## config.mk

```make
export PLATFORM = sky130hd
export DESIGN_NAME = frame_pid_auto_exposure_top
export DESIGN_NICKNAME = d
export VERILOG_FILES = /design/src/rtl/core/fpae_pkg.sv /design/src/rtl/core/frame_pid_auto_exposure_top.sv /design/src/rtl/core/fpae_front.sv /design/src/rtl/core/fpae_fifo.sv /design/src/rtl/core/fpae_back.sv
export SDC_FILE = /design/constraint.sdc
export NUM_CORES = 2
export LEC_CHECK = 0
export BUFFER_PORTS_ARGS = -buffer_cell sky130_fd_sc_hd__buf_2
export CORE_ASPECT_RATIO = 0.6
export CORE_UTILIZATION = 50
export CTS_CLUSTER_SIZE = 24
export DETAILED_ROUTE_END_ITERATION = 8
export GPL_TIMING_DRIVEN = 0
export PLACE_DENSITY = 0.7
export SYNTH_ARGS = -nofsm -noshare
export SYNTH_HDL_FRONTEND = slang
export SYNTH_SLANG_ARGS = --single-unit
```

## constraint.sdc

```tcl
create_clock -name clk -period 17.91 [get_ports clk]
set_input_delay 1.791 -clock clk [delete_from_list [all_inputs] [get_ports clk]]
set_output_delay 1.791 -clock clk [all_outputs]
set_load 0.02 [all_outputs]
```

## src/rtl/core/fpae_pkg.sv

```systemverilog
// Shared types and constants of the frame auto-exposure controller.
package fpae_pkg;

	localparam int SUM_W  = 30;
	localparam int CNT_W  = 23;
	localparam int GAIN_W = 14;
	localparam int EXP_W  = 28;
	localparam int COEF_W = 16;
	localparam int CFG_W  = 28;
	localparam int IDX_W  = 4;
	localparam int ACC_W  = 51;

	localparam logic [IDX_W-1:0] REG_TARGET   = 4'd0;
	localparam logic [IDX_W-1:0] REG_KP       = 4'd1;
	localparam logic [IDX_W-1:0] REG_KI       = 4'd2;
	localparam logic [IDX_W-1:0] REG_KD       = 4'd3;
	localparam logic [IDX_W-1:0] REG_GAIN_LO  = 4'd4;
	localparam logic [IDX_W-1:0] REG_GAIN_HI  = 4'd5;
	localparam logic [IDX_W-1:0] REG_EXP_LO   = 4'd6;
	localparam logic [IDX_W-1:0] REG_EXP_HI   = 4'd7;

	localparam logic [GAIN_W-1:0] GAIN_RESET = 14'd512;
	localparam logic [EXP_W-1:0]  EXP_RESET  = 28'd1280000;

	typedef struct packed {
		logic [7:0] pixel;
		logic       last_px;
	} px_in_t;

	typedef struct packed {
		logic [15:0]       mean_brightness;
		logic              over_exposed;
		logic [GAIN_W-1:0] new_gain;
		logic [EXP_W-1:0]  new_exposure;
		logic              exposure_adjusted;
	} ae_res_t;

	typedef struct packed {
		logic [SUM_W-1:0] sum;
		logic [CNT_W-1:0] count;
		logic [CNT_W-1:0] sat;
	} frm_t;

	typedef struct packed {
		logic [15:0]       target;
		logic [COEF_W-1:0] kp;
		logic [COEF_W-1:0] ki;
		logic [COEF_W-1:0] kd;
		logic [GAIN_W-1:0] gain_lo;
		logic [GAIN_W-1:0] gain_hi;
		logic [EXP_W-1:0]  exp_lo;
		logic [EXP_W-1:0]  exp_hi;
	} cfg_t;

	typedef enum logic [6:0] {
		ST_IDLE  = 7'b0000001,
		ST_DIV   = 7'b0000010,
		ST_PREP  = 7'b0000100,
		ST_MUL_P = 7'b0001000,
		ST_MUL_I = 7'b0010000,
		ST_MUL_D = 7'b0100000,
		ST_APPLY = 7'b1000000
	} bk_state_t;

endpackage

```

## src/rtl/core/frame_pid_auto_exposure_top.sv

```systemverilog
// Top level of the frame PID auto-exposure controller.
// Usage:
//  Pixels enter on in_item (pixel, last_px) with push; an item is taken when
//  push is high and full is low. Pixels stream at one per clock; full rises only
//  when two finished frames already wait for the back end.
//  One result per frame, on the pixel marked last_px, leaves on out_item while
//  empty is low and is taken when pop is high.
//  From the last_px pixel to the result on out_item, a frame passes the queue,
//  16 divider steps, 1 PID prep, 3 shared multiply steps and 1 update into the
//  output register, which waits while the receiver holds the last result. The
//  single shared divider and multiplier sequence serves one frame at a time.
//  If the receiver stalls, the result is held and the back end waits; frames
//  keep accumulating until the two-entry queue fills.
//  The user writes registers with cfg_we, cfg_idx, cfg_data only while idle;
//  the block does not enforce it. Reset clears accumulators, integral and last
//  error, sets gain to 512, exposure to 1280000, loads all register defaults.
module frame_pid_auto_exposure_top #(
	parameter int MAX_PIXELS       = 4194304,
	parameter int SATURATION_LEVEL = 255
) (
	input  logic               clk,
	input  logic               arst_n,
	input  logic               push,
	output logic               full,
	input  fpae_pkg::px_in_t   in_item,
	output logic               empty,
	input  logic               pop,
	output fpae_pkg::ae_res_t  out_item,
	input  logic               cfg_we,
	input  logic [3:0]         cfg_idx,
	input  logic [27:0]        cfg_data
);
	import fpae_pkg::*;

	cfg_t cfg_q;
	frm_t wdata;
	frm_t rdata;
	logic wr;
	logic rd;
	logic q_full;
	logic q_empty;

	always_ff @(posedge clk or negedge arst_n) begin
		if (!arst_n) begin
			cfg_q.target  <= 16'd25600;
			cfg_q.kp      <= 16'd6554;
			cfg_q.ki      <= 16'd655;
			cfg_q.kd      <= 16'd3277;
			cfg_q.gain_lo <= 14'd0;
			cfg_q.gain_hi <= 14'd12288;
			cfg_q.exp_lo  <= 28'd1536;
			cfg_q.exp_hi  <= 28'd256000000;
		end else if (cfg_we) begin
			case (cfg_idx)
				REG_TARGET:  cfg_q.target  <= cfg_data[15:0];
				REG_KP:      cfg_q.kp      <= cfg_data[15:0];
				REG_KI:      cfg_q.ki      <= cfg_data[15:0];
				REG_KD:      cfg_q.kd      <= cfg_data[15:0];
				REG_GAIN_LO: cfg_q.gain_lo <= cfg_data[GAIN_W-1:0];
				REG_GAIN_HI: cfg_q.gain_hi <= cfg_data[GAIN_W-1:0];
				REG_EXP_LO:  cfg_q.exp_lo  <= cfg_data[EXP_W-1:0];
				REG_EXP_HI:  cfg_q.exp_hi  <= cfg_data[EXP_W-1:0];
				default: ;
			endcase
		end
	end

	fpae_front #(
		.MAX_PIXELS       (MAX_PIXELS),
		.SATURATION_LEVEL (SATURATION_LEVEL)
	) u_front (
		.clk     (clk),
		.arst_n  (arst_n),
		.push    (push),
		.in_item (in_item),
		.q_full  (q_full),
		.full    (full),
		.q_push  (wr),
		.q_data  (wdata)
	);

	fpae_fifo u_fifo (
		.clk    (clk),
		.arst_n (arst_n),
		.wr     (wr),
		.wdata  (wdata),
		.rd     (rd),
		.rdata  (rdata),
		.full   (q_full),
		.empty  (q_empty)
	);

	fpae_back u_back (
		.clk      (clk),
		.arst_n   (arst_n),
		.cfg      (cfg_q),
		.q_empty  (q_empty),
		.q_data   (rdata),
		.q_pop    (rd),
		.pop      (pop),
		.empty    (empty),
		.out_item (out_item)
	);

endmodule

```

## src/rtl/core/fpae_front.sv

```systemverilog
// Pixel accumulator: sums, counts and saturation count of one frame.
module fpae_front #(
	parameter int MAX_PIXELS       = 4194304,
	parameter int SATURATION_LEVEL = 255
) (
	input  logic            clk,
	input  logic            arst_n,
	input  logic            push,
	input  fpae_pkg::px_in_t in_item,
	input  logic            q_full,
	output logic            full,
	output logic            q_push,
	output fpae_pkg::frm_t  q_data
);
	import fpae_pkg::*;

	logic [SUM_W-1:0] sum_q;
	logic [CNT_W-1:0] cnt_q;
	logic [CNT_W-1:0] sat_q;
	logic             take;
	logic             room;
	frm_t             nxt;

	assign full = q_full;
	assign take = push && !q_full;
	assign room = cnt_q < CNT_W'(MAX_PIXELS);

	always_comb begin
		nxt.sum   = sum_q;
		nxt.count = cnt_q;
		nxt.sat   = sat_q;
		if (room) begin
			nxt.sum   = sum_q + SUM_W'(in_item.pixel);
			nxt.count = cnt_q + CNT_W'(1);
			if (in_item.pixel == 8'(SATURATION_LEVEL))
				nxt.sat = sat_q + CNT_W'(1);
		end
	end

	assign q_push = take && in_item.last_px;
	assign q_data = nxt;

	always_ff @(posedge clk or negedge arst_n) begin
		if (!arst_n) begin
			sum_q <= '0;
			cnt_q <= '0;
			sat_q <= '0;
		end else if (take) begin
			if (in_item.last_px) begin
				sum_q <= '0;
				cnt_q <= '0;
				sat_q <= '0;
			end else begin
				sum_q <= nxt.sum;
				cnt_q <= nxt.count;
				sat_q <= nxt.sat;
			end
		end
	end

endmodule

```

## src/rtl/core/fpae_fifo.sv

```systemverilog
// Two-entry queue of finished frame totals between front and back.
module fpae_fifo (
	input  logic           clk,
	input  logic           arst_n,
	input  logic           wr,
	input  fpae_pkg::frm_t wdata,
	input  logic           rd,
	output fpae_pkg::frm_t rdata,
	output logic           full,
	output logic           empty
);
	import fpae_pkg::*;

	frm_t       mem_q [2];
	logic       wp_q;
	logic       rp_q;
	logic [1:0] cnt_q;

	assign full  = cnt_q == 2'd2;
	assign empty = cnt_q == 2'd0;
	assign rdata = mem_q[rp_q];

	always_ff @(posedge clk) begin
		if (wr && !full)
			mem_q[wp_q] <= wdata;
	end

	always_ff @(posedge clk or negedge arst_n) begin
		if (!arst_n) begin
			wp_q  <= 1'b0;
			rp_q  <= 1'b0;
			cnt_q <= '0;
		end else begin
			if (wr && !full)
				wp_q <= !wp_q;
			if (rd && !empty)
				rp_q <= !rp_q;
			cnt_q <= cnt_q + 2'((wr && !full) ? 1 : 0) - 2'((rd && !empty) ? 1 : 0);
		end
	end

endmodule

```

## src/rtl/core/fpae_back.sv

```systemverilog
// Per-frame mean divider, PID step, gain and exposure update and result register.
module fpae_back (
	input  logic            clk,
	input  logic            arst_n,
	input  fpae_pkg::cfg_t  cfg,
	input  logic            q_empty,
	input  fpae_pkg::frm_t  q_data,
	output logic            q_pop,
	input  logic            pop,
	output logic            empty,
	output fpae_pkg::ae_res_t out_item
);
	import fpae_pkg::*;

	bk_state_t         state_q;
	logic [CNT_W-1:0]  rem_q;
	logic [15:0]       quo_q;
	logic [CNT_W-1:0]  cnt_q;
	logic [CNT_W-1:0]  sat_q;
	logic [3:0]        step_q;
	logic              over_q;
	logic              sig_q;
	logic signed [16:0] err_q;
	logic signed [32:0] integ_q;
	logic signed [18:0] deriv_q;
	logic signed [31:0] ierr_q;
	logic signed [17:0] last_q;
	logic [GAIN_W-1:0] gain_q;
	logic [EXP_W-1:0]  exp_q;
	logic signed [ACC_W-1:0] acc_q;
	logic              ovalid_q;
	ae_res_t           res_q;

	logic [CNT_W:0]    trial;
	logic [CNT_W:0]    diff;
	logic signed [16:0] err;
	logic signed [32:0] isum;
	logic signed [31:0] isat;
	logic [CNT_W+6:0]  sat100;
	logic signed [COEF_W:0] mul_a;
	logic signed [32:0] mul_b;
	logic signed [ACC_W-1:0] prod;
	logic signed [ACC_W-1:0] adj;
	logic signed [ACC_W:0] g;
	logic signed [ACC_W:0] e;
	logic signed [ACC_W:0] gc;
	logic signed [ACC_W:0] ec;
	logic              expb;
	logic              slot;

	assign empty    = !ovalid_q;
	assign out_item = res_q;
	assign q_pop    = (state_q == ST_IDLE) && !q_empty;
	assign slot     = !ovalid_q || pop;

	assign trial = {rem_q, quo_q[15]};
	assign diff  = trial - {1'b0, cnt_q};

	assign err    = $signed({1'b0, quo_q}) - $signed({1'b0, cfg.target});
	assign isum   = 33'(ierr_q) + 33'(err);
	assign isat   = (isum > 33'sh0_7FFF_FFFF) ? 32'sh7FFF_FFFF :
	                (isum < -33'sh0_8000_0000) ? 32'sh8000_0000 : isum[31:0];
	assign sat100 = {1'b0, sat_q, 6'b0} + {2'b0, sat_q, 5'b0} + {5'b0, sat_q, 2'b0};

	always_comb begin
		mul_a = $signed({1'b0, cfg.kp});
		mul_b = 33'(err_q);
		case (state_q)
			ST_MUL_I: begin
				mul_a = $signed({1'b0, cfg.ki});
				mul_b = integ_q;
			end
			ST_MUL_D: begin
				mul_a = $signed({1'b0, cfg.kd});
				mul_b = 33'(deriv_q);
			end
			default: begin
				mul_a = $signed({1'b0, cfg.kp});
				mul_b = 33'(err_q);
			end
		endcase
	end

	assign prod = ACC_W'(mul_a * mul_b);
	assign adj  = sig_q ? (acc_q >>> 15) : (acc_q >>> 17);
	assign expb = (gain_q > cfg.gain_hi) || (gain_q < cfg.gain_lo);
	assign g    = expb ? $signed({{(ACC_W-GAIN_W+1){1'b0}}, gain_q}) :
	              $signed({{(ACC_W-GAIN_W+1){1'b0}}, gain_q}) - (ACC_W+1)'(adj);
	assign e    = expb ? $signed({{(ACC_W-EXP_W+1){1'b0}}, exp_q}) - (ACC_W+1)'(adj) :
	              $signed({{(ACC_W-EXP_W+1){1'b0}}, exp_q});

	always_comb begin
		gc = g;
		if (gc < $signed({{(ACC_W-GAIN_W+1){1'b0}}, cfg.gain_lo}))
			gc = $signed({{(ACC_W-GAIN_W+1){1'b0}}, cfg.gain_lo});
		if (gc > $signed({{(ACC_W-GAIN_W+1){1'b0}}, cfg.gain_hi}))
			gc = $signed({{(ACC_W-GAIN_W+1){1'b0}}, cfg.gain_hi});
		ec = e;
		if (ec < $signed({{(ACC_W-EXP_W+1){1'b0}}, cfg.exp_lo}))
			ec = $signed({{(ACC_W-EXP_W+1){1'b0}}, cfg.exp_lo});
		if (ec > $signed({{(ACC_W-EXP_W+1){1'b0}}, cfg.exp_hi}))
			ec = $signed({{(ACC_W-EXP_W+1){1'b0}}, cfg.exp_hi});
	end

	always_ff @(posedge clk) begin
		case (state_q)
			ST_IDLE: begin
				rem_q <= {1'b0, q_data.sum[SUM_W-1:8]};
				quo_q <= {q_data.sum[7:0], 8'b0};
				cnt_q <= q_data.count;
				sat_q <= q_data.sat;
			end
			ST_DIV: begin
				rem_q <= diff[CNT_W] ? trial[CNT_W-1:0] : diff[CNT_W-1:0];
				quo_q <= {quo_q[14:0], !diff[CNT_W]};
			end
			ST_PREP: begin
				over_q  <= sat100 > {7'b0, cnt_q};
				sig_q   <= (quo_q > cfg.target) || (sat100 > {7'b0, cnt_q});
				err_q   <= err;
				integ_q <= 33'(isat);
				deriv_q <= 19'(err) - 19'(last_q);
				acc_q   <= '0;
			end
			ST_MUL_P, ST_MUL_I, ST_MUL_D: acc_q <= acc_q + prod;
			default: ;
		endcase
		if (state_q == ST_APPLY && slot) begin
			res_q.mean_brightness   <= quo_q;
			res_q.over_exposed      <= over_q;
			res_q.new_gain          <= gc[GAIN_W-1:0];
			res_q.new_exposure      <= ec[EXP_W-1:0];
			res_q.exposure_adjusted <= expb;
		end
	end

	always_ff @(posedge clk or negedge arst_n) begin
		if (!arst_n) begin
			state_q  <= ST_IDLE;
			step_q   <= '0;
			ovalid_q <= 1'b0;
			ierr_q   <= '0;
			last_q   <= '0;
			gain_q   <= GAIN_RESET;
			exp_q    <= EXP_RESET;
		end else begin
			if (state_q == ST_APPLY && slot)
				ovalid_q <= 1'b1;
			else if (pop && ovalid_q)
				ovalid_q <= 1'b0;
			case (state_q)
				ST_IDLE: begin
					step_q <= '0;
					if (!q_empty)
						state_q <= ST_DIV;
				end
				ST_DIV: begin
					step_q <= step_q + 4'd1;
					if (step_q == 4'd15)
						state_q <= ST_PREP;
				end
				ST_PREP: begin
					ierr_q  <= isat;
					last_q  <= 18'(err);
					state_q <= ST_MUL_P;
				end
				ST_MUL_P: state_q <= ST_MUL_I;
				ST_MUL_I: state_q <= ST_MUL_D;
				ST_MUL_D: state_q <= ST_APPLY;
				ST_APPLY: begin
					if (slot) begin
						gain_q   <= gc[GAIN_W-1:0];
						exp_q    <= ec[EXP_W-1:0];
						state_q  <= ST_IDLE;
					end
				end
				default: state_q <= ST_IDLE;
			endcase
		end
	end

`ifndef SYNTH
	a_state_onehot: assert property (@(posedge clk) disable iff (!arst_n) $onehot(state_q))
		else $error("back state not one-hot");
	a_rem_below: assert property (@(posedge clk) disable iff (!arst_n)
		(state_q == ST_DIV) |-> (rem_q < cnt_q))
		else $error("division remainder out of range");
	a_result_held: assert property (@(posedge clk) disable iff (!arst_n)
		(ovalid_q && !pop) |=> (ovalid_q && $stable(res_q)))
		else $error("waiting result lost");
	a_no_qpop_busy: assert property (@(posedge clk) disable iff (!arst_n)
		q_pop |=> (state_q == ST_DIV))
		else $error("frame taken without starting division");
`endif

endmodule

```

==> summary by stage <==
Run
Across the run, the number of max-cap violations was 0.

Routing
The DRC violations left is 0. The number of vias after detailed routing is 48280. The starting DRC count in detailed routing is 5426. The via-per-instance ratio is 5.890. The routed length per placed instance is 23.73 microns.

The count of antenna-violating nets left after detailed routing is 0. The first detailed-routing pass ran for 7 iterations. For this block, the routed nets add up to 194500 microns of wire.

Synth
The gate count after technology mapping is 6230. The count of unique library cells instantiated by Yosys is 92. Counting flops with a built-in enable in the synthesized netlist gives 417. The synthesis warning total is 0. When the netlist entered floorplanning its net count stood at 7286. The netlist area before placement is 62930 sq um.

The async set-reset flop share out of synthesis is 44.25%. The number of register bits inferred by synthesis is 748. The share of the yosys chip area belonging to registers is 33.14%.

Among all flip-flop cells after synthesis, the most frequent one is edfxtp_1. After synthesis, the mean cell area works out to 10.10 sq um.

Clock network
TritonCTS built the clock tree. The source-to-sink clock delay at the later pin of the worst-skew pair is 720 ps. The post-CTS setup buffer count is 0.

The H-tree level count is 3. The number of buffers inserted during clock tree synthesis is 75. The library cell used as clock root buffer is clkbuf_16. The number of sinks driven by the clock tree is 748.

After clock tree synthesis, the clock-pin slew on the worst setup and hold paths is 70 ps. The number of hold buffers added after CTS was 0. The number of gates resized after CTS was 0. The maximum clock insertion buffer count is 3.

STA
The worst path in the final design needs a cycle of 12780 ps, including I/O delays and setup. The number of max-slew violations in the final report came to 0. The final-layout setup total negative slack is 0 ps. After layout, the worst path uses 71.33% of the clock period. The worst path meets setup with 5135 ps of slack. Static timing analysis puts the maximum clock frequency at 0.07828 GHz. Setup repair after global routing left no endpoint under its margin.

The clock arrives with 49.47 ps of skew. The hold violation total from the final report came to 0. The relative max-transition margin is 5.653%. At the pin with the least slew margin, the transition time is 1415 ps. The final setup violation count is 0.

Placed design
After detailed placement, the total cell area comes to 66030 sq um. Detailed placement finished with a half-perimeter wire length of 155200 microns. Before CTS, the worst setup slack after placement is 5589 ps. The global placer's final weighted congestion is 0.9837. Input and output buffers added on the ports amount to 104.

Setup path
Data arrives at the worst endpoint at 13340 ps. The worst setup path is launched from a flip-flop. The most numerous cell type found on the critical path is a21oi_1.

The maximum fanout along the worst path is 10. The category of the worst setup path capture point is a flip-flop. The endpoint required time on the critical path is 18480 ps.

By startpoint and endpoint, the worst setup path is classified as flip-flop to flip-flop. The largest stage delay on the critical path is 750 ps. The standard cell with the maximum stage delay on the critical path is buf_1.

GRT
The met1 demand-to-capacity share in global routing is 48.65%. For this run the aggregate overflow at the end of global routing stands at 0. The first global-routing pass estimated 294600 microns of wire. The fraction of met2 tracks used by global routing is 39.46%. The routing usage on met3 is 10.05%.

The global-route usage over all layers is 30.80%. Entering global routing, the biggest net connects 102 pins. The highest-utilization routing layer at the global route stage is met1.

The number of antenna violations at the first check in global routing is 4. The via count of the first global-routing pass came to 46870.

Die
The total die area is 127300 sq um. From left edge to right edge, the die measures 460.0 microns. In this run the count of I/O pins placed on the die edge is 108. From bottom edge to top edge, the die measures 276.8 microns. The site row count is 100. After floorplanning, the core was sized to cover 124400 sq um.

Once the floorplan was initialized, standard cells occupied 50.60% of the core.

Cells and area
The fraction of final layout cells sized beyond drive strength 1 is 9.587%. In the final layout, the multi-input gates occupy 37890 sq um. Summing all flip-flop and latch instances after layout gives 20860 sq um.

The design area is 68770 sq um. The layout has 10840 filler cells. After the last flow step, the layout net total stands at 7502.

The area overhead of the layout relative to synthesis is 9.296%.

Worst hold path
The path class of the tightest hold or removal check is flip-flop to flip-flop.

Status
The flow ran to the end, and the final reports show no timing, DRC or antenna violations.
## cells in the final DEF (no fill, tap or decap), drive strengths merged, types with 48 or more instances in the layout
cell	synthesis	layout
inv	868	877
nand2	649	649
fa	587	587
nor2	514	514
ha	423	423
edfxtp	417	417
clkbuf	218	313
dfrtp	290	290
mux2	279	279
o21ai	277	277
a21oi	272	272
buf	31	168
xnor2	165	165
a21o	136	136
xor2	89	89
mux2i	89	89
nor3	69	69
nor2b	67	67
nand4	61	61
nand3	58	58
and2	48	48
## final timing paths
kind,startpoint,endpoint,slack (ps),cells past startpoint
worst max-delay path,u_back.sig_q,u_back.exp_q[14],5130,47
worst min-delay path,u_back.over_q,u_back.out_item[43],420,0
worst max register to register,u_back.sig_q,u_back.exp_q[14],5130,47
worst min register to register,u_back.over_q,u_back.out_item[43],420,0
max in group asynchronous,arst_n,u_back.ierr_q[25],15070,4
min in group asynchronous,arst_n,cfg_q[23],1020,1
## state kept, by name, summed over array words and instances, names as in the netlist, 16 cells and up
signal / flops
cfg_q: 148
u_back.acc_q: 51
u_back.cnt_q: 23
u_back.deriv_q: 18
u_back.err_q: 17
u_back.exp_q: 28
u_back.ierr_q: 32
u_back.integ_q: 32
u_back.last_q: 17
u_back.out_item: 60
u_back.quo_q: 16
u_back.rem_q: 23
u_back.sat_q: 23
u_fifo.mem_q: 152
u_front.cnt_q: 23
u_front.sat_q: 23
u_front.sum_q: 30
## kinds of logic after synthesis
kind of cell               synth area share [%]
muxes                                     6.474
DFF                                       33.14
xor gates and xnor gates                  3.535
buffers and inverters                     6.755
AOI/OAI and AO/OA                         11.23
adders and majority gates                 27.17
and+or+nand+nor                           11.70
## worst max-delay path: cells and delay by family (launching register included)
kind / cells / cell delay, ps
AOI/OAI and AO/OA: 20 / 4950
xor gates and xnor gates: 1 / 100
adders and majority gates: 5 / 1510
buffers and inverters: 11 / 3660
DFF: 1 / 640
muxes: 3 / 1080
and+or+nand+nor: 7 / 650
## cells in the mapped netlist, types with 10 or more instances
cell type	count	area [sq um]
a2111oi_0	12	105.1
a211oi_1	41	307.8
a21boi_0	11	82.58
a21o_1	136	1021
a21oi_1	271	1356
a221o_1	28	280.3
a221oi_1	28	245.2
a22o_1	43	376.6
a31oi_1	23	143.9
and2_1	48	300.3
and3_1	28	175.2
buf_1	19	71.32
clkbuf_1	218	818.3
dfrtp_1	290	7257
dfstp_2	41	1077
edfxtp_1	417	12520
fa_1	587	11750
ha_1	423	5293
inv_1	866	3251
mux2_1	22	247.7
mux2_2	247	2781
mux2_4	10	150.1
mux2i_1	88	880.8
nand2_1	649	2436
nand2b_1	34	212.7
nand3_1	58	290.3
nand4_1	61	381.6
nor2_1	514	1929
nor2b_1	67	419.2
nor3_1	69	345.3
nor3b_1	14	105.1
nor4_1	22	137.6
o2111ai_1	11	96.34
o211ai_1	15	112.6
o21a_1	46	345.3
o21ai_0	277	1386
o21bai_1	36	270.3
o31ai_1	16	120.1
or2_2	14	87.58
or3_1	19	118.9
xnor2_1	165	1445
xor2_1	89	779.5
## metrics by stage
step | utilization [%] | cells | hold WS (ps)
detailed placement | 53.10 | 8047 | 418.9
finish | 55.30 | 8197 | 419.0
global placement | 52.71 | 8017 | 404.4
CTS | 55.26 | 8187 | 417.1
floorplan | - | 6230 | 400.3
global route | 55.29 | 8195 | 428.0
## area by class of cell
class,count,share of cell area (%)
sequential,748,30.33
tap,1683,3.062
clock inverter,47,0.9733
buffer,249,1.455
antenna,5,0.01819
clock buffer,93,2.944
multi-input combinational,4365,55.10
inverter,868,4.737
timing repair buffer,139,1.386
## metal layers
metal	up-vias	part of all wire [%]
met5	-	0
met1	24150	46
li1	21430	-
met2	2462	38
met4	0	2.8
met3	235	13
Power is not shown: default switching activity piles up to over one toggle a cycle in this logic, so the estimate is an artifact.
